[src/hdl/itrt_pkg.sv]
package itrt_pkg;

  localparam int VALUE_BITS = 64;
  localparam int VALUE_IN_W = 64;
  localparam int RADIX_W    = 5;
  localparam int DIGIT_W    = 4;
  localparam int CHAR_W     = 7;

  // Quotient bits resolved per divider cycle
  localparam int DIV_BPC    = 8;
  localparam int DIV_STEPS  = (VALUE_BITS + DIV_BPC - 1) / DIV_BPC;
  localparam int DIV_W      = DIV_STEPS * DIV_BPC;
  localparam int DIV_CNT_W  = $clog2(DIV_STEPS + 1);

  localparam int ADDR_W     = $clog2(VALUE_BITS);

  localparam logic [RADIX_W-1:0] RADIX_MIN = 5'd2;
  localparam logic [RADIX_W-1:0] RADIX_MAX = 5'd16;

  localparam logic [CHAR_W-1:0] CHAR_ZERO    = 7'h30;
  localparam logic [CHAR_W-1:0] CHAR_NINE    = 7'h39;
  localparam logic [CHAR_W-1:0] CHAR_LOWER_A = 7'h61;
  localparam logic [CHAR_W-1:0] CHAR_LOWER_F = 7'h66;

  localparam logic [DIGIT_W-1:0] DIGIT_TEN = 4'd10;

  function automatic logic [CHAR_W-1:0] digit_char(input logic [DIGIT_W-1:0] d);
    logic [CHAR_W-1:0] c;
    if (d < DIGIT_TEN) begin
      c = CHAR_ZERO + CHAR_W'(d);
    end else begin
      c = CHAR_LOWER_A + CHAR_W'(d - DIGIT_TEN);
    end
    return c;
  endfunction

endpackage

[src/hdl/itrt_ram.sv]
module itrt_ram #(
  parameter int WIDTH = 4,
  parameter int DEPTH = 64
) (
  input  logic                     clk_i,
  input  logic                     we_i,
  input  logic [$clog2(DEPTH)-1:0] waddr_i,
  input  logic [WIDTH-1:0]         wdata_i,
  input  logic [$clog2(DEPTH)-1:0] raddr_i,
  output logic [WIDTH-1:0]         rdata_o
);

  logic [WIDTH-1:0] mem_q [DEPTH];
  logic [WIDTH-1:0] rdata_q;

  always_ff @(posedge clk_i) begin
    if (we_i) begin
      mem_q[waddr_i] <= wdata_i;
    end
    rdata_q <= mem_q[raddr_i];
  end

  assign rdata_o = rdata_q;

endmodule

[src/hdl/itrt_div.sv]
// Radix divider: restoring division by a 5-bit divisor, DIV_BPC quotient bits a cycle.
module itrt_div (
  input  logic                                clk_i,
  input  logic                                rst_ni,
  input  logic                                start_i,
  input  logic [itrt_pkg::VALUE_BITS-1:0]     dividend_i,
  input  logic [itrt_pkg::RADIX_W-1:0]        divisor_i,
  output logic                                done_o,
  output logic [itrt_pkg::VALUE_BITS-1:0]     quotient_o,
  output logic [itrt_pkg::DIGIT_W-1:0]        remainder_o
);

  logic [itrt_pkg::DIV_W-1:0]     work_q, work_d;
  logic [itrt_pkg::DIGIT_W-1:0]   rem_q, rem_d;
  logic [itrt_pkg::RADIX_W-1:0]   divisor_q;
  logic [itrt_pkg::DIV_CNT_W-1:0] cnt_q;
  logic                           run_q;
  logic                           done_q;

  always_comb begin
    logic [itrt_pkg::RADIX_W-1:0] trial;
    work_d = work_q;
    rem_d  = rem_q;
    for (int i = 0; i < itrt_pkg::DIV_BPC; i++) begin
      trial  = {rem_d, work_d[itrt_pkg::DIV_W-1]};
      work_d = {work_d[itrt_pkg::DIV_W-2:0], 1'b0};
      // Remainder stays below the divisor, so four bits hold it
      if (trial >= divisor_q) begin
        rem_d     = itrt_pkg::DIGIT_W'(trial - divisor_q);
        work_d[0] = 1'b1;
      end else begin
        rem_d = trial[itrt_pkg::DIGIT_W-1:0];
      end
    end
  end

  always_ff @(posedge clk_i or negedge rst_ni) begin
    if (!rst_ni) begin
      run_q  <= 1'b0;
      done_q <= 1'b0;
      cnt_q  <= '0;
    end else begin
      done_q <= 1'b0;
      if (start_i) begin
        run_q <= 1'b1;
        cnt_q <= itrt_pkg::DIV_CNT_W'(itrt_pkg::DIV_STEPS);
      end else if (run_q) begin
        cnt_q <= cnt_q - 1'b1;
        if (cnt_q == itrt_pkg::DIV_CNT_W'(1)) begin
          run_q  <= 1'b0;
          done_q <= 1'b1;
        end
      end
    end
  end

  always_ff @(posedge clk_i) begin
    if (start_i) begin
      work_q    <= itrt_pkg::DIV_W'(dividend_i);
      rem_q     <= '0;
      divisor_q <= divisor_i;
    end else if (run_q) begin
      work_q <= work_d;
      rem_q  <= rem_d;
    end
  end

  assign done_o      = done_q;
  assign quotient_o  = work_q[itrt_pkg::VALUE_BITS-1:0];
  assign remainder_o = rem_q;

endmodule

[src/hdl/integer_to_radix_text.sv]
// Integer to radix text converter.
// Pulse start with value_i (signed) and base_i (2..16, codes outside saturate)
// while busy is low; the request is taken at that edge and busy rises.
// The magnitude is divided by the base repeatedly in one shared divider that
// resolves 8 quotient bits per cycle, one division per digit. Remainders go
// into a 64-entry digit RAM, least significant first, and are then read back
// most significant first. Characters come out one per cycle on character_o,
// each marked by a one-cycle strobe_o, with negative_o set on every character
// of a negative value and last_o on the final, least significant one. Zero
// gives one '0'. busy drops as the last character goes out, so the next
// request may be taken in that cycle.
// The receiver cannot stall: each strobe is a one-cycle request.
// Reset clears the sequencer and the strobe; the digit RAM is not cleared.
module integer_to_radix_text (
  input  logic                             clk_i,
  input  logic                             rst_ni,
  input  logic                             start,
  output logic                             busy,
  input  logic [itrt_pkg::VALUE_IN_W-1:0]  value_i,
  input  logic [itrt_pkg::RADIX_W-1:0]     base_i,
  output logic                             strobe_o,
  output logic [itrt_pkg::CHAR_W-1:0]      character_o,
  output logic                             negative_o,
  output logic                             last_o
);

  typedef enum logic [3:0] {
    S_IDLE = 4'b0001,
    S_DIV  = 4'b0010,
    S_READ = 4'b0100,
    S_EMIT = 4'b1000
  } state_e;

  state_e state_q, state_d;

  logic [itrt_pkg::ADDR_W-1:0]     ptr_q, ptr_d;
  logic                            neg_q;
  logic [itrt_pkg::RADIX_W-1:0]    radix_q;

  logic [itrt_pkg::VALUE_BITS-1:0] raw;
  logic [itrt_pkg::VALUE_BITS-1:0] mag;
  logic [itrt_pkg::RADIX_W-1:0]    radix_sat;

  logic                            div_start;
  logic [itrt_pkg::VALUE_BITS-1:0] div_dividend;
  logic [itrt_pkg::RADIX_W-1:0]    div_divisor;
  logic                            div_done;
  logic [itrt_pkg::VALUE_BITS-1:0] div_quotient;
  logic [itrt_pkg::DIGIT_W-1:0]    div_remainder;

  logic                            ram_we;
  logic [itrt_pkg::ADDR_W-1:0]     ram_raddr;
  logic [itrt_pkg::DIGIT_W-1:0]    ram_rdata;

  logic                            emit;
  logic                            accept;

  logic                            strobe_q;
  logic [itrt_pkg::CHAR_W-1:0]     char_q;
  logic                            neg_out_q;
  logic                            last_q;

  assign busy   = (state_q != S_IDLE);
  assign accept = start && !busy;

  assign raw = value_i[itrt_pkg::VALUE_BITS-1:0];
  // Most negative value negates to itself, read as unsigned it is exact
  assign mag = raw[itrt_pkg::VALUE_BITS-1] ? (~raw + itrt_pkg::VALUE_BITS'(1)) : raw;

  always_comb begin
    if (base_i < itrt_pkg::RADIX_MIN) begin
      radix_sat = itrt_pkg::RADIX_MIN;
    end else if (base_i > itrt_pkg::RADIX_MAX) begin
      radix_sat = itrt_pkg::RADIX_MAX;
    end else begin
      radix_sat = base_i;
    end
  end

  always_comb begin
    state_d      = state_q;
    ptr_d        = ptr_q;
    div_start    = 1'b0;
    div_dividend = div_quotient;
    div_divisor  = radix_q;
    ram_we       = 1'b0;
    ram_raddr    = ptr_q;
    emit         = 1'b0;
    unique case (state_q)
      S_IDLE: begin
        if (start) begin
          div_start    = 1'b1;
          div_dividend = mag;
          div_divisor  = radix_sat;
          ptr_d        = '0;
          state_d      = S_DIV;
        end
      end
      S_DIV: begin
        if (div_done) begin
          ram_we = 1'b1;
          if (div_quotient != '0 &&
              ptr_q != itrt_pkg::ADDR_W'(itrt_pkg::VALUE_BITS - 1)) begin
            div_start = 1'b1;
            ptr_d     = ptr_q + 1'b1;
          end else begin
            state_d = S_READ;
          end
        end
      end
      S_READ: begin
        state_d = S_EMIT;
      end
      S_EMIT: begin
        emit = 1'b1;
        // Fetch the next lower digit while this one goes out
        ram_raddr = ptr_q - 1'b1;
        if (ptr_q == '0) begin
          state_d = S_IDLE;
        end else begin
          ptr_d = ptr_q - 1'b1;
        end
      end
      default: begin
        state_d = S_IDLE;
      end
    endcase
  end

  always_ff @(posedge clk_i or negedge rst_ni) begin
    if (!rst_ni) begin
      state_q  <= S_IDLE;
      ptr_q    <= '0;
      strobe_q <= 1'b0;
    end else begin
      state_q  <= state_d;
      ptr_q    <= ptr_d;
      strobe_q <= emit;
    end
  end

  always_ff @(posedge clk_i) begin
    if (accept) begin
      neg_q   <= raw[itrt_pkg::VALUE_BITS-1];
      radix_q <= radix_sat;
    end
    if (emit) begin
      char_q    <= itrt_pkg::digit_char(ram_rdata);
      neg_out_q <= neg_q;
      last_q    <= (ptr_q == '0);
    end
  end

  itrt_div u_div (
    .clk_i       (clk_i),
    .rst_ni      (rst_ni),
    .start_i     (div_start),
    .dividend_i  (div_dividend),
    .divisor_i   (div_divisor),
    .done_o      (div_done),
    .quotient_o  (div_quotient),
    .remainder_o (div_remainder)
  );

  itrt_ram #(
    .WIDTH (itrt_pkg::DIGIT_W),
    .DEPTH (itrt_pkg::VALUE_BITS)
  ) u_digits (
    .clk_i   (clk_i),
    .we_i    (ram_we),
    .waddr_i (ptr_q),
    .wdata_i (div_remainder),
    .raddr_i (ram_raddr),
    .rdata_o (ram_rdata)
  );

  assign strobe_o    = strobe_q;
  assign character_o = char_q;
  assign negative_o  = neg_out_q;
  assign last_o      = last_q;

endmodule

[config.mk]
export PLATFORM = sky130hd
export DESIGN_NAME = integer_to_radix_text
export DESIGN_NICKNAME = d
export VERILOG_FILES = /design/src/hdl/itrt_pkg.sv /design/src/hdl/itrt_ram.sv /design/src/hdl/itrt_div.sv /design/src/hdl/integer_to_radix_text.sv
export SDC_FILE = /design/constraint.sdc
export NUM_CORES = 1
export LEC_CHECK = 0
export ABC_AREA = 1
export BUFFER_PORTS_ARGS = -buffer_cell sky130_fd_sc_hd__buf_2
export CAP_MARGIN = 10
export CORE_ASPECT_RATIO = 1.2
export CORE_UTILIZATION = 33
export CTS_CLUSTER_SIZE = 14
export DETAILED_ROUTE_END_ITERATION = 8
export GPL_TIMING_DRIVEN = 0
export SETUP_SLACK_MARGIN = 0.1
export SYNTH_ARGS = -nofsm -noshare
export SYNTH_HDL_FRONTEND = slang
export SYNTH_SLANG_ARGS = --single-unit
[constraint.sdc]
create_clock -name clk_i -period 9.5 [get_ports clk_i]
set_input_delay 0.475 -clock clk_i [delete_from_list [all_inputs] [get_ports clk_i]]
set_output_delay 0.475 -clock clk_i [all_outputs]
set_load 0.05 [all_outputs]
# Word level (Yosys, flattened, before mapping)
# Memories as Yosys holds them, arrays and structs flattened. A register that Yosys moved wholly into a read port is not among the register bits.
# Index checks and enable logic that the tools add are counted.
# totals
n_memories	1
input_bits	72
mem_bits_rw	256
ff_bits	105
wordCells	121
output_inout_bits	11
# mem_list
memory	depth	word_bits	rd	rd_clocked_by_memory_dff	wr	line	rtl
u_digits.mem_q	64	4	1	1	1	itrt_ram.sv:13	logic [WIDTH-1:0] mem_q [DEPTH];
# classes
bitwise_logic	1
mux	54
n_reduce_logical	10
n_lt_le_gt_ge	11
n_addsub	15
n_eq_ne	15
# op_table
operator	n
two-way mux 64 bit	5
adder 64 x 1 -> 64 bit (second input constant)	1
inverter 64 bit	1
nonzero test 64 bit	1
two-way mux 4 bit	14
greater-or-equal comparator 5 bit	8
subtractor 4 bit	8
two-way mux 6 bit	5
two-way mux 1 bit	22
two-way mux 5 bit	4
case mux 6 bit (3 select lines)	1
case mux 4 bit (4 select lines)	1
!= test 2 bit (second input constant)	6
== test 4 x 1 -> 1 bit (second input constant)	2
adder 6 x 4 -> 7 bit (first input constant)	1
adder 6 x 5 -> 7 bit (first input constant)	1
two-way mux 7 bit	1
adder 6 x 1 -> 6 bit (second input constant)	1
logical NOT 6 bit	1
!= test 6 bit (second input constant)	1
subtractor 6 x 1 -> 6 bit (second input constant)	1
> comparator 5 bit (second input constant)	1
< comparator 5 x 2 -> 1 bit (second input constant)	1
AND reduction 5 bit	1
other kinds (15)	17

# Logic depth before layout (Yosys ltp)
# Gate-level depths: netlist of the first run.
# depth
depth_word	18
ltp_mapped	69

# Cells and area by module
# From an unflattened synthesis of the first run, not the netlist that was laid out.
# hier_totals
cells_unflattened	2434
hier_area_um2	20841.2
# modules_own_cells
mod	instances	seq_area_each_um2	cells_per_inst	area_per_inst_um2
itrt_ram	1	7767.4	948	10881.7
itrt_div	1	2302.2	616	5132.4
integer_to_radix_text	1	726.9	870	4827.1

# Worst setup path after synthesis of the first run
# OpenSTA, ideal clock, no wires.
# synth_timing
kind	register to register
start	register u_div.rem_q, in the netlist u_div.remainder_o[1]
end	register u_div.rem_q, in the netlist u_div.remainder_o[1]
stages_incl_launch_ff	61
path_buffers	0
setup_time_ns	0.125
setup_slack_ns	-0.611
synth_period_minus_slack_ns	10.111
t_arrival_ns	9.986
path_cell_list	dfxtp_1 -> ha_1 -> a21o_1 -> a21boi_0 -> nand3_1 -> nand2_1 -> nand2_1 -> ha_1 -> a21o_1 -> a21boi_0 -> nand3_1 -> inv_1 -> o21ai_0 -> ha_1 -> nand2_1 -> inv_1 -> nand3b_1 -> nand3_1 -> (+25 left out) -> and2_1 -> ha_1 -> nand2_1 -> inv_1 -> nand2_1 -> and2_1 -> nand2_1 -> nor2_1 -> nand3_1 -> and2_1 -> ha_1 -> a21oi_1 -> o21a_1 -> nand3_1 -> inv_1 -> or2_2 -> nand3_1 -> o21ai_0
# synth_via
elab_chain_cells	16
elab_cells_between_ends	24
# synth_rtl
element	line	rtl
start, declared	itrt_div.sv:14	logic [itrt_pkg::DIGIT_W-1:0] rem_q, rem_d;
start signal, assigned	itrt_div.sv:64	rem_q <= rem_d;
subtractor 4 bit or greater-or-equal comparator 5 bit (tied branches)	itrt_div.sv:29, itrt_div.sv:28	
two-way mux 4 bit (*)	itrt_div.sv:28	if (trial >= divisor_q) begin
subtractor 4 bit or greater-or-equal comparator 5 bit (tied branches)	itrt_div.sv:29, itrt_div.sv:28	
two-way mux 4 bit (*)	itrt_div.sv:28	
greater-or-equal comparator 5 bit or subtractor 4 bit (tied branches)	itrt_div.sv:28, itrt_div.sv:29	
two-way mux 4 bit (*)	itrt_div.sv:28	
subtractor 4 bit or greater-or-equal comparator 5 bit (tied branches)	itrt_div.sv:29, itrt_div.sv:28	
two-way mux 4 bit (*)	itrt_div.sv:28	
subtractor 4 bit or greater-or-equal comparator 5 bit (tied branches)	itrt_div.sv:29, itrt_div.sv:28	
two-way mux 4 bit (*)	itrt_div.sv:28	
subtractor 4 bit or greater-or-equal comparator 5 bit (tied branches)	itrt_div.sv:29, itrt_div.sv:28	
two-way mux 4 bit (*)	itrt_div.sv:28	
greater-or-equal comparator 5 bit or subtractor 4 bit (tied branches)	itrt_div.sv:28, itrt_div.sv:29	
two-way mux 4 bit (*)	itrt_div.sv:28	
subtractor 4 bit or greater-or-equal comparator 5 bit (tied branches)	itrt_div.sv:29, itrt_div.sv:28	
two-way mux 4 bit (*)	itrt_div.sv:28	
# Mark *: on every way between the ends. The rest lies on a longest branch, timed or not.
# A chain may end at the register's enable or synchronous reset.

# Worst setup path in the final report of the first run
# layout_timing
start	register u_div.divisor_q[4] in the netlist's numbering
end	register u_div.rem_q, in the netlist u_div.remainder_o[1]
# layout_via
elab_chain_cells	16
elab_cells_between_ends	23
# layout_rtl
element	line	rtl
start, declared	itrt_div.sv:15	logic [itrt_pkg::RADIX_W-1:0] divisor_q;
start signal, assigned	itrt_div.sv:61	divisor_q <= divisor_i;
greater-or-equal comparator 5 bit	itrt_div.sv:28	
two-way mux 4 bit	itrt_div.sv:28	
subtractor 4 bit or greater-or-equal comparator 5 bit (tied branches)	itrt_div.sv:29, itrt_div.sv:28	
two-way mux 4 bit	itrt_div.sv:28	
subtractor 4 bit or greater-or-equal comparator 5 bit (tied branches)	itrt_div.sv:29, itrt_div.sv:28	
two-way mux 4 bit	itrt_div.sv:28	
subtractor 4 bit or greater-or-equal comparator 5 bit (tied branches)	itrt_div.sv:29, itrt_div.sv:28	
two-way mux 4 bit	itrt_div.sv:28	
greater-or-equal comparator 5 bit or subtractor 4 bit (tied branches)	itrt_div.sv:28, itrt_div.sv:29	
two-way mux 4 bit	itrt_div.sv:28	
subtractor 4 bit or greater-or-equal comparator 5 bit (tied branches)	itrt_div.sv:29, itrt_div.sv:28	
two-way mux 4 bit	itrt_div.sv:28	
greater-or-equal comparator 5 bit or subtractor 4 bit (tied branches)	itrt_div.sv:28, itrt_div.sv:29	
two-way mux 4 bit	itrt_div.sv:28	
subtractor 4 bit or greater-or-equal comparator 5 bit (tied branches)	itrt_div.sv:29, itrt_div.sv:28	
two-way mux 4 bit (*)	itrt_div.sv:28	
# Marks and branches as above.

==> results of run 1 <==
-- cells in the mapped netlist, drive strengths merged, types with 4 or more instances --
cell type / count
nand2: 653
edfxtp: 340
nor2: 272
nand3: 263
inv: 184
o21ai: 81
mux2i: 76
buf: 52
ha: 51
a21oi: 47
xor2: 34
a21boi: 27
nand4: 27
clkbuf: 21
dfrtp: 16
xnor2: 16
and2: 13
or2: 11
nand3b: 9
dfxtp: 8
fa: 8
nor3: 4
o211ai: 4
-- state kept, by name (all words and copies together) (netlist names) --
register	cells
character_o	7
strobe_o	1
state_q	4
u_div.cnt_q	4
u_div.quotient_o	64
ptr_q	6
negative_o	1
u_digits.rdata_o	4
u_div.run_q	1
u_div.divisor_q	5
radix_q	5
last_o	1
u_div.remainder_o	4
neg_q	1
u_digits.mem_q	256
u_div.done_o	1
-- critical path: cells and delay by family (launching register included) --
kind	cells	cell delay, ns
simple gates	31	3.98
flops	1	0.37
buf+inv	10	0.89
xor+xnor	1	0.25
compound gates	10	1.68
fa+ha+maj	8	2.02
-- per-layer routing --
layer,GRT usage,vias up,share of wire
met1,0.219,7757,0.38
met3,0.0223,170,0.050
met4,0.0964,4,0.058
met2,0.366,566,0.51
met5,0,-,0.00036
li1,-,7910,-
-- worst min-delay path by stage --
stage / slack (ns) / depth (start not counted) / end / from
floorplan: 0.18 / 0 / ptr_q[0] / rst_ni
global placement: 0.40 / 0 / negative_o / neg_q
detailed placement: 0.42 / 0 / negative_o / neg_q
CTS: 0.13 / 1 / neg_q / value_i[63]
global route: 0.14 / 1 / neg_q / value_i[63]
finish: 0.14 / 1 / neg_q / value_i[63]
-- final cells by class --
type,instances,area (µm²)
inverters,184,717
clock inverters,17,159
plain buffers,73,380
well taps,808,1010
clock buffers,49,1010
multi-input cells,1614,9130
fillers,5960,36400
flip-flops and latches,365,10800
repair buffers,153,1030
-- kinds of logic (layout without fill, tap and decap cells) --
family,count (synthesis),in the layout,synth area share
mux,76,76,0.0377
simple gates,1255,1255,0.264
compound gates,174,174,0.0496
fa+ha+maj,59,59,0.0395
flops,365,365,0.535
xor+xnor,50,50,0.0217
buf+inv,257,476,0.0530
-- what timing repair did --
| action | CTS | global route |
|---|---|---|
| pin swaps | 14 | 74 |
| hold endpoints to repair | 16 | 0 |
| endpoints found under the setup margin | 6 | 5 |
| gates cloned | 0 | 0 |
| gates resized for setup | 46 | 139 |
| hold buffers | 1 | 0 |
| buffers inserted | 31 | 39 |
-- stage by stage --
stage                     setup TNS (ns)  setup slack, ns
after global placement             -9.31            -1.83
after floorplan                        0            0.166
after detailed placement           -9.20            -1.81
after CTS                              0            0.110
after global routing               -1.16           -0.246
final                                  0            0.181
==> flow_summary.json, run 1 <==
{
  "dp.cells": 3127,
  "layout.cells.non_filler": 3263,
  "yosysSeqAreaShare": 0.535,
  "ys_ff_latch": 365,
  "fp.dieW_um": 228,
  "grt_max_degree": 65,
  "status": "complete, no violations",
  "synth_edf_count": 340,
  "syn_area_per_cell_um2": 9.03,
  "post_drt_wl_per_cell_um": 19.4,
  "critPathSlowestCell": "edfxtp_1",
  "drt_first_pass_iters": 6,
  "setup_viol_count_final": 0,
  "clock-sinks": 365,
  "globalRouteOverflowTotal": 0,
  "crit_top_cell": "ha_4",
  "insertion_delay_ns": 0.55,
  "cp_data_arrival_time_ns": 9.75,
  "hold_viol": 0,
  "slew_headroom": 0.403,
  "grt_pass1_wl_um": 93800,
  "cp_data_required_time_ns": 9.94,
  "detail-route-antenna-nets": 0,
  "final_common_cell": "nand2_1",
  "utilization": 0.400,
  "num_vias": 16407,
  "dieArea_um2": 62200,
  "drv_slew": 0,
  "placeableCoreArea_um2": 60700,
  "drt-initial-drc-count": 1285,
  "syn_to_final_growth_pct": 20.1,
  "dp_hpwl_um": 44400,
  "rr_worst_depth": 60,
  "antenna_found_initial": 3,
  "reg2reg_to": "u_div.remainder_o[1]",
  "cts_tree": "done",
  "cts_made_buffers": 37,
  "whs_ns": 0.140,
  "ys_async_sr_fraction": 0.0466,
  "period_share": 0.981,
  "reg2reg_slack_ns": 0.18,
  "worstMarginPinSlew_ns": 0.893,
  "rr_startpoint": "u_div.divisor_q[4]",
  "floorplan.rows": 99,
  "clock_skew_ns": 0.0223,
  "cts_max_level": 2,
  "synth_area_leader_cell": "edfxtp_1",
  "io_buffer_count": 82,
  "placed_area_um2": 21700,
  "drc": 0,
  "clk_pin_slew_ns": 0.06,
  "cp-startpoint": "u_div.divisor_q[4]",
  "stdcell_area_um2": 24300,
  "synth_top_cell_area_share": 0.505,
  "drive_gt1_frac": 0.179,
  "grt_pass1_vias": 16461,
  "routed_wl_um": 63300,
  "synth_cells": 2236,
  "fp.dieH_um": 273,
  "root_buffer": "clkbuf_16",
  "grt.total_usage": 0.196,
  "antennaDiodeCount": 0,
  "io_pins": 83,
  "endpoint_kind": "flop",
  "clockBufferDepth": 3,
  "synthFlopType": "edfxtp_1",
  "synth_area_um2": 20200,
  "syn_nets": 2367,
  "startpoint_type": "flop",
  "via_per_inst": 5.03,
  "crit_type": "flop to flop",
  "layout_common_cells": "598 x nand2_1, 340 x edfxtp_1, 260 x nor2_1",
  "cap_violations": 0,
  "slowest_delay_ns": 0.37,
  "min_path_type": "primary input to flop",
  "period_needed_ns": 9.32,
  "setup.worst_path.end": "u_div.remainder_o[1]",
  "synth.area.top_cells": "edfxtp_1 51%, nand2_1 12%, nand3_1 6.4%",
  "fin_nets": 2559,
  "ys_warn_count": 0,
  "fmax_mhz": 107,
  "gp_congestion": 0.954,
  "yosysUniqueCellTypes": 51,
  "crit_fanout": 7,
  "initial_core_util": 0.333
}
Power of run 1 is not shown: default switching activity piles up to over one toggle a cycle in this logic, so the estimate is an artifact.
==> inputs of run 2 (changes only) <==
ABC_AREA = not set   (was 1)
==> run 2 against run 1 <==
Against the previous run:
- the flow now finishes with violations (negative setup slack)
- register-to-register slack got worse by 0.41 ns
- synthesized cell count decreased by 35%
- critical path depth decreased by 16
- utilization increased by 0.88 points
- non-clock buffer count unchanged
- worst hold slack improved by 0.048 ns
- sequential share of layout area increased by 3.6 points
- wire length decreased by 20%
- highest routed layer unchanged
==> flow_summary.json, run 2 <==
{
  "floorplan.rows": 94,
  "clock_skew_ns": 0.0270,
  "dp_hpwl_um": 33600,
  "synth_area_um2": 18400,
  "grt_max_degree": 36,
  "placeableCoreArea_um2": 54900,
  "insertion_delay_ns": 0.56,
  "drv_slew": 0,
  "yosys-top-cells-count": "340 x edfxtp_1, 178 x nand2_1, 106 x nor2_1",
  "synth_area_leader_cell": "edfxtp_1",
  "cap_violations": 0,
  "cp_data_arrival_time_ns": 10.19,
  "drive_gt1_frac": 0.242,
  "fin_nets": 1777,
  "layout_common_cells": "340 x edfxtp_1, 171 x nand2_1, 103 x nor2_1",
  "synth_cells": 1446,
  "slew_headroom": 0.249,
  "crit_top_cell": "ha_4",
  "yosysSeqAreaShare": 0.588,
  "largest-register": "u_digits.mem_q",
  "period_needed_ns": 9.73,
  "dpl_worst_slack_ns": -1.72,
  "crit_type": "flop to flop",
  "ys_ff_latch": 365,
  "fmax_mhz": 103,
  "ys_warn_count": 0,
  "dp.cells": 2251,
  "syn_area_per_cell_um2": 12.7,
  "peakVddDrop_mv": 0.115,
  "cts_tree": "done",
  "routed_wl_um": 50900,
  "gp_congestion": 0.888,
  "slowest_delay_ns": 0.51,
  "min_path_type": "primary input to flop",
  "fin_tns_setup_ns": -0.980,
  "cts_made_buffers": 38,
  "powerDensity_nw_per_um2": 148,
  "utilization": 0.408,
  "drt_first_pass_iters": 5,
  "layout.cells.non_filler": 2396,
  "whs_path_depth": 1,
  "fin_ws_ns": -0.227,
  "crit_fanout": 6,
  "fp.dieW_um": 217,
  "io_buffer_count": 82,
  "startpoint_type": "flop",
  "hold_viol": 0,
  "fp.dieH_um": 260,
  "via_per_inst": 5.39,
  "syn_nets": 1577,
  "p_total_mw": 3.32,
  "setup_viol_count_final": 5,
  "yosysUniqueCellTypes": 76,
  "io_pins": 83,
  "grt_pass1_wl_um": 77400,
  "clock-sinks": 365,
  "worstMarginPinSlew_ns": 1.13,
  "clockBufferDepth": 3,
  "synth.area.top_cells": "edfxtp_1 56%, mux4_2 6.9%, nand2_1 3.6%",
  "initial_core_util": 0.334,
  "detail-route-antenna-nets": 0,
  "synth_edf_count": 340,
  "cp_data_required_time_ns": 9.97,
  "placed_area_um2": 20000,
  "fillers": 5043,
  "antennaDiodeCount": 0,
  "synth_top_cell_area_share": 0.556,
  "post_drt_wl_per_cell_um": 21.3,
  "final_common_cell": "edfxtp_1",
  "stdcell_area_um2": 22400,
  "antenna_found_initial": 2,
  "syn_to_final_growth_pct": 22.1,
  "largest_register_ffs": 256,
  "globalRouteOverflowTotal": 0,
  "status": "complete, but fails checks",
  "grt_pass1_vias": 13326,
  "period_share": 1.02,
  "drc": 0,
  "rr_worst_depth": 44,
  "whs_ns": 0.187,
  "grt.total_usage": 0.179,
  "ys_async_sr_fraction": 0.0466,
  "endpoint_kind": "flop",
  "critPathSlowestCell": "edfxtp_1",
  "cts_max_level": 2,
  "num_vias": 12912,
  "clk_pin_slew_ns": 0.07,
  "power_leakage_nw": 7.85,
  "root_buffer": "clkbuf_16",
  "yosysMostFrequentCell": "edfxtp_1",
  "violations": "negative setup slack",
  "rsz0062_at_grt": "true",
  "drt-initial-drc-count": 1139,
  "dieArea_um2": 56600,
  "synthFlopType": "edfxtp_1"
}
run 2: power by group:
| part | total [mW] | switching (mW) | internal (mW) | leakage, nW |
|---|---|---|---|---|
| registers | 1.73 | 0 | 1.73 | 3.43 |
| logic | 0.0746 | 0.0455 | 0.0291 | 3.81 |
| clock network | 1.52 | 0.654 | 0.863 | 0.609 |
run 2: cell type report:
type | instances | area [µm²] | area share
buffer | 67 | 268 | 0.0119
clock buffer | 44 | 973 | 0.0434
clock inverter | 26 | 288 | 0.0128
inverter | 50 | 201 | 0.00898
multi-input combinational | 965 | 7820 | 0.348
sequential | 365 | 10800 | 0.482
tap | 720 | 901 | 0.0402
timing repair buffer | 159 | 1170 | 0.0522
run 2: repair_timing:
item / in CTS / in global routing
resized for setup: 75 / 25
endpoints found under the setup margin: 6 / 5
pin swaps: 47 / 22
endpoints found under the hold margin: 16 / 0
cloned: 1 / 0
setup buffers: 62 / 12
hold buffers: 1 / 0
run 2: path summary, 6_finish.rpt:
path                                          from                   end  slack, ns
worst max-delay path            u_div.divisor_q[0]  u_div.remainder_o[2]      -0.23
worst min-delay path                   value_i[63]                 neg_q       0.19
worst max register to register  u_div.divisor_q[0]  u_div.remainder_o[2]      -0.23
worst min register to register               neg_q            negative_o       0.42
max in group asynchronous                   rst_ni            state_q[0]       8.70
min in group asynchronous                   rst_ni              ptr_q[1]       0.47
run 2: critical path, delay by kind of cell (launching register included):
family	cells	cell delay [ns]
AOI/OAI and AO/OA	21	4.40
adders and majority gates	8	1.94
muxes	4	1.26
and+or+nand+nor	5	0.78
buffers and inverters	6	0.73
DFF	1	0.51
run 2: cell families (layout without fill, tap and decap cells):
| kind of cell | after synthesis | in the layout | share of synthesized area |
|---|---|---|---|
| buffers and inverters | 117 | 346 | 0.0248 |
| AOI/OAI and AO/OA | 264 | 265 | 0.0951 |
| adders and majority gates | 59 | 59 | 0.0435 |
| muxes | 89 | 89 | 0.0880 |
| and+or+nand+nor | 459 | 459 | 0.116 |
| xor gates and xnor gates | 93 | 93 | 0.0444 |
| DFF | 365 | 365 | 0.588 |
run 2: layer usage:
metal | wire length [µm] | GRT usage | share of wire | vias up
met5 | 9 | 0 | 0.00018 | -
met3 | 2760 | 0.0226 | 0.054 | 94
met2 | 26000 | 0.326 | 0.51 | 466
met4 | 1760 | 0.0644 | 0.035 | 2
li1 | - | - | - | 5913
met1 | 20400 | 0.215 | 0.40 | 6437
No activity file was read; power rests on OpenSTA's default activity.
==> inputs of run 3 (changes only) <==
CORE_ASPECT_RATIO = not set   (was 1.2)
==> run 3 against run 2 <==
Against the previous run:
- the flow still finishes with violations (negative setup slack)
- clock skew is 0.0098 ns higher
- total power is 1.1% higher
- critical path depth is 3 higher
- global-route usage is 0.55 points lower
- count of clock-buffer cells in the layout is 2 higher
- non-clock buffer count is 6 lower
- sequential cell count stayed put
- sequential power hardly changed
- die area hardly changed
- worst hold slack worse by 0.032 ns
- highest routed layer is now met4
==> flow_summary.json, run 3 (synthesis results as in run 2) <==
{
  "status": "complete, but fails checks",
  "violations": "negative setup slack",
  "crit_fanout": 7,
  "stdcell_area_um2": 22300,
  "placeableCoreArea_um2": 55100,
  "cts_made_buffers": 39,
  "slew_headroom": 0.222,
  "io_buffer_count": 82,
  "clock_skew_ns": 0.0368,
  "grt_pass1_wl_um": 75000,
  "io_pins": 83,
  "min_path_type": "primary input to flop",
  "cts_max_level": 2,
  "worstMarginPinSlew_ns": 1.17,
  "syn_to_final_growth_pct": 21.6,
  "peakVddDrop_mv": 0.123,
  "dp_hpwl_um": 32900,
  "floorplan.rows": 86,
  "cap_violations": 0,
  "largest-register": "u_digits.mem_q",
  "final_common_cell": "edfxtp_1",
  "clockBufferDepth": 3,
  "critPathSlowestCell": "edfxtp_1",
  "grt_max_degree": 36,
  "utilization": 0.405,
  "clk_pin_slew_ns": 0.06,
  "post_drt_wl_per_cell_um": 20.4,
  "crit_buf_inv": 7,
  "crit_type": "flop to flop",
  "globalRouteOverflowTotal": 0,
  "initial_core_util": 0.333,
  "insertion_delay_ns": 0.58,
  "placed_area_um2": 20000,
  "grt.total_usage": 0.174,
  "cpLargestDelayFamily": "compound AO/OA/AOI/OAI gates",
  "period_needed_ns": 9.78,
  "layout_common_cells": "340 x edfxtp_1, 175 x nand2_1, 104 x nor2_1",
  "cp.depth": 47,
  "layout.cells.non_filler": 2420,
  "setup_viol_count_final": 5,
  "dieArea_um2": 56600,
  "fin_nets": 1771,
  "powerDensity_nw_per_um2": 150,
  "routed_wl_um": 49300,
  "whs_path_depth": 1,
  "antenna_found_initial": 1,
  "num_vias": 12787,
  "detail-route-antenna-nets": 0,
  "crit_top_cell": "ha_4",
  "fin_ws_ns": -0.278,
  "period_share": 1.03,
  "fp.dieH_um": 238,
  "drt_first_pass_iters": 5,
  "rr_worst_depth": 47,
  "fmax_mhz": 102,
  "dpl_worst_slack_ns": -1.64,
  "slowest_delay_ns": 0.51,
  "grt_pass1_vias": 12932,
  "root_buffer": "clkbuf_16",
  "drive_gt1_frac": 0.233,
  "cp_data_arrival_time_ns": 10.26,
  "gp_congestion": 0.905,
  "cp_data_required_time_ns": 9.98,
  "rsz0062_at_grt": "true",
  "drc": 0,
  "largest_register_ffs": 256,
  "hold_viol": 0,
  "power_leakage_nw": 7.80,
  "startpoint_type": "flop",
  "clock-sinks": 365,
  "fp.dieW_um": 238,
  "endpoint_kind": "flop",
  "drv_slew": 0,
  "p_total_mw": 3.36,
  "via_per_inst": 5.28,
  "dp.cells": 2278,
  "cts_tree": "done",
  "drt-initial-drc-count": 1131
}
[run 3: final timing paths]
check / from / to / slack, ns
min in group asynchronous: rst_ni / u_div.done_o / 0.39
worst min-delay path: value_i[63] / neg_q / 0.16
max in group asynchronous: rst_ni / state_q[0] / 8.78
worst max-delay path: u_div.divisor_q[0] / u_div.remainder_o[0] / -0.28
worst max register to register: u_div.divisor_q[0] / u_div.remainder_o[0] / -0.28
worst min register to register: neg_q / negative_o / 0.43
[run 3: what timing repair did]
item | in CTS | in global routing
setup buffers | 57 | 11
endpoints found under the hold margin | 16 | 0
setup endpoints to repair | 6 | 5
pin swaps | 52 | 38
hold buffers | 1 | 0
gates resized for setup | 59 | 23
[run 3: area by class of cell]
class                      count  area, µm²
sequential                   365      10800
timing repair buffer         153       1070
buffer                        67        268
tap                          748        936
antenna                        1       2.50
clock inverter                26        288
inverter                      50        201
clock buffer                  46       1010
fill                        5167      32800
multi-input combinational    964       7740
[run 3: routing by layer]
metal  vias up  track usage  share of wire
li1       5887            -              -
met1      6317        0.227           0.42
met2       481        0.288           0.48
met3       102       0.0347          0.068
met4         0       0.0571          0.031
met5         -            0              0
[run 3: report_power, final]
group	total (mW)	internal [mW]	switching, mW	leakage (nW)
clock	1.55	0.906	0.649	0.630
combinational	0.0729	0.0292	0.0437	3.74
sequential	1.73	1.73	0	3.43
total	3.36	2.66	0.693	7.80
[run 3: stage by stage]
| step | setup TNS [ns] | hold slack [ns] |
|---|---|---|
| floorplan | -0.0153 | 0.179 |
| global placement | -6.37 | 0.404 |
| detailed placement | -7.88 | 0.406 |
| CTS | -0.708 | 0.136 |
| global route | -2.92 | 0.147 |
| finish | -1.12 | 0.155 |
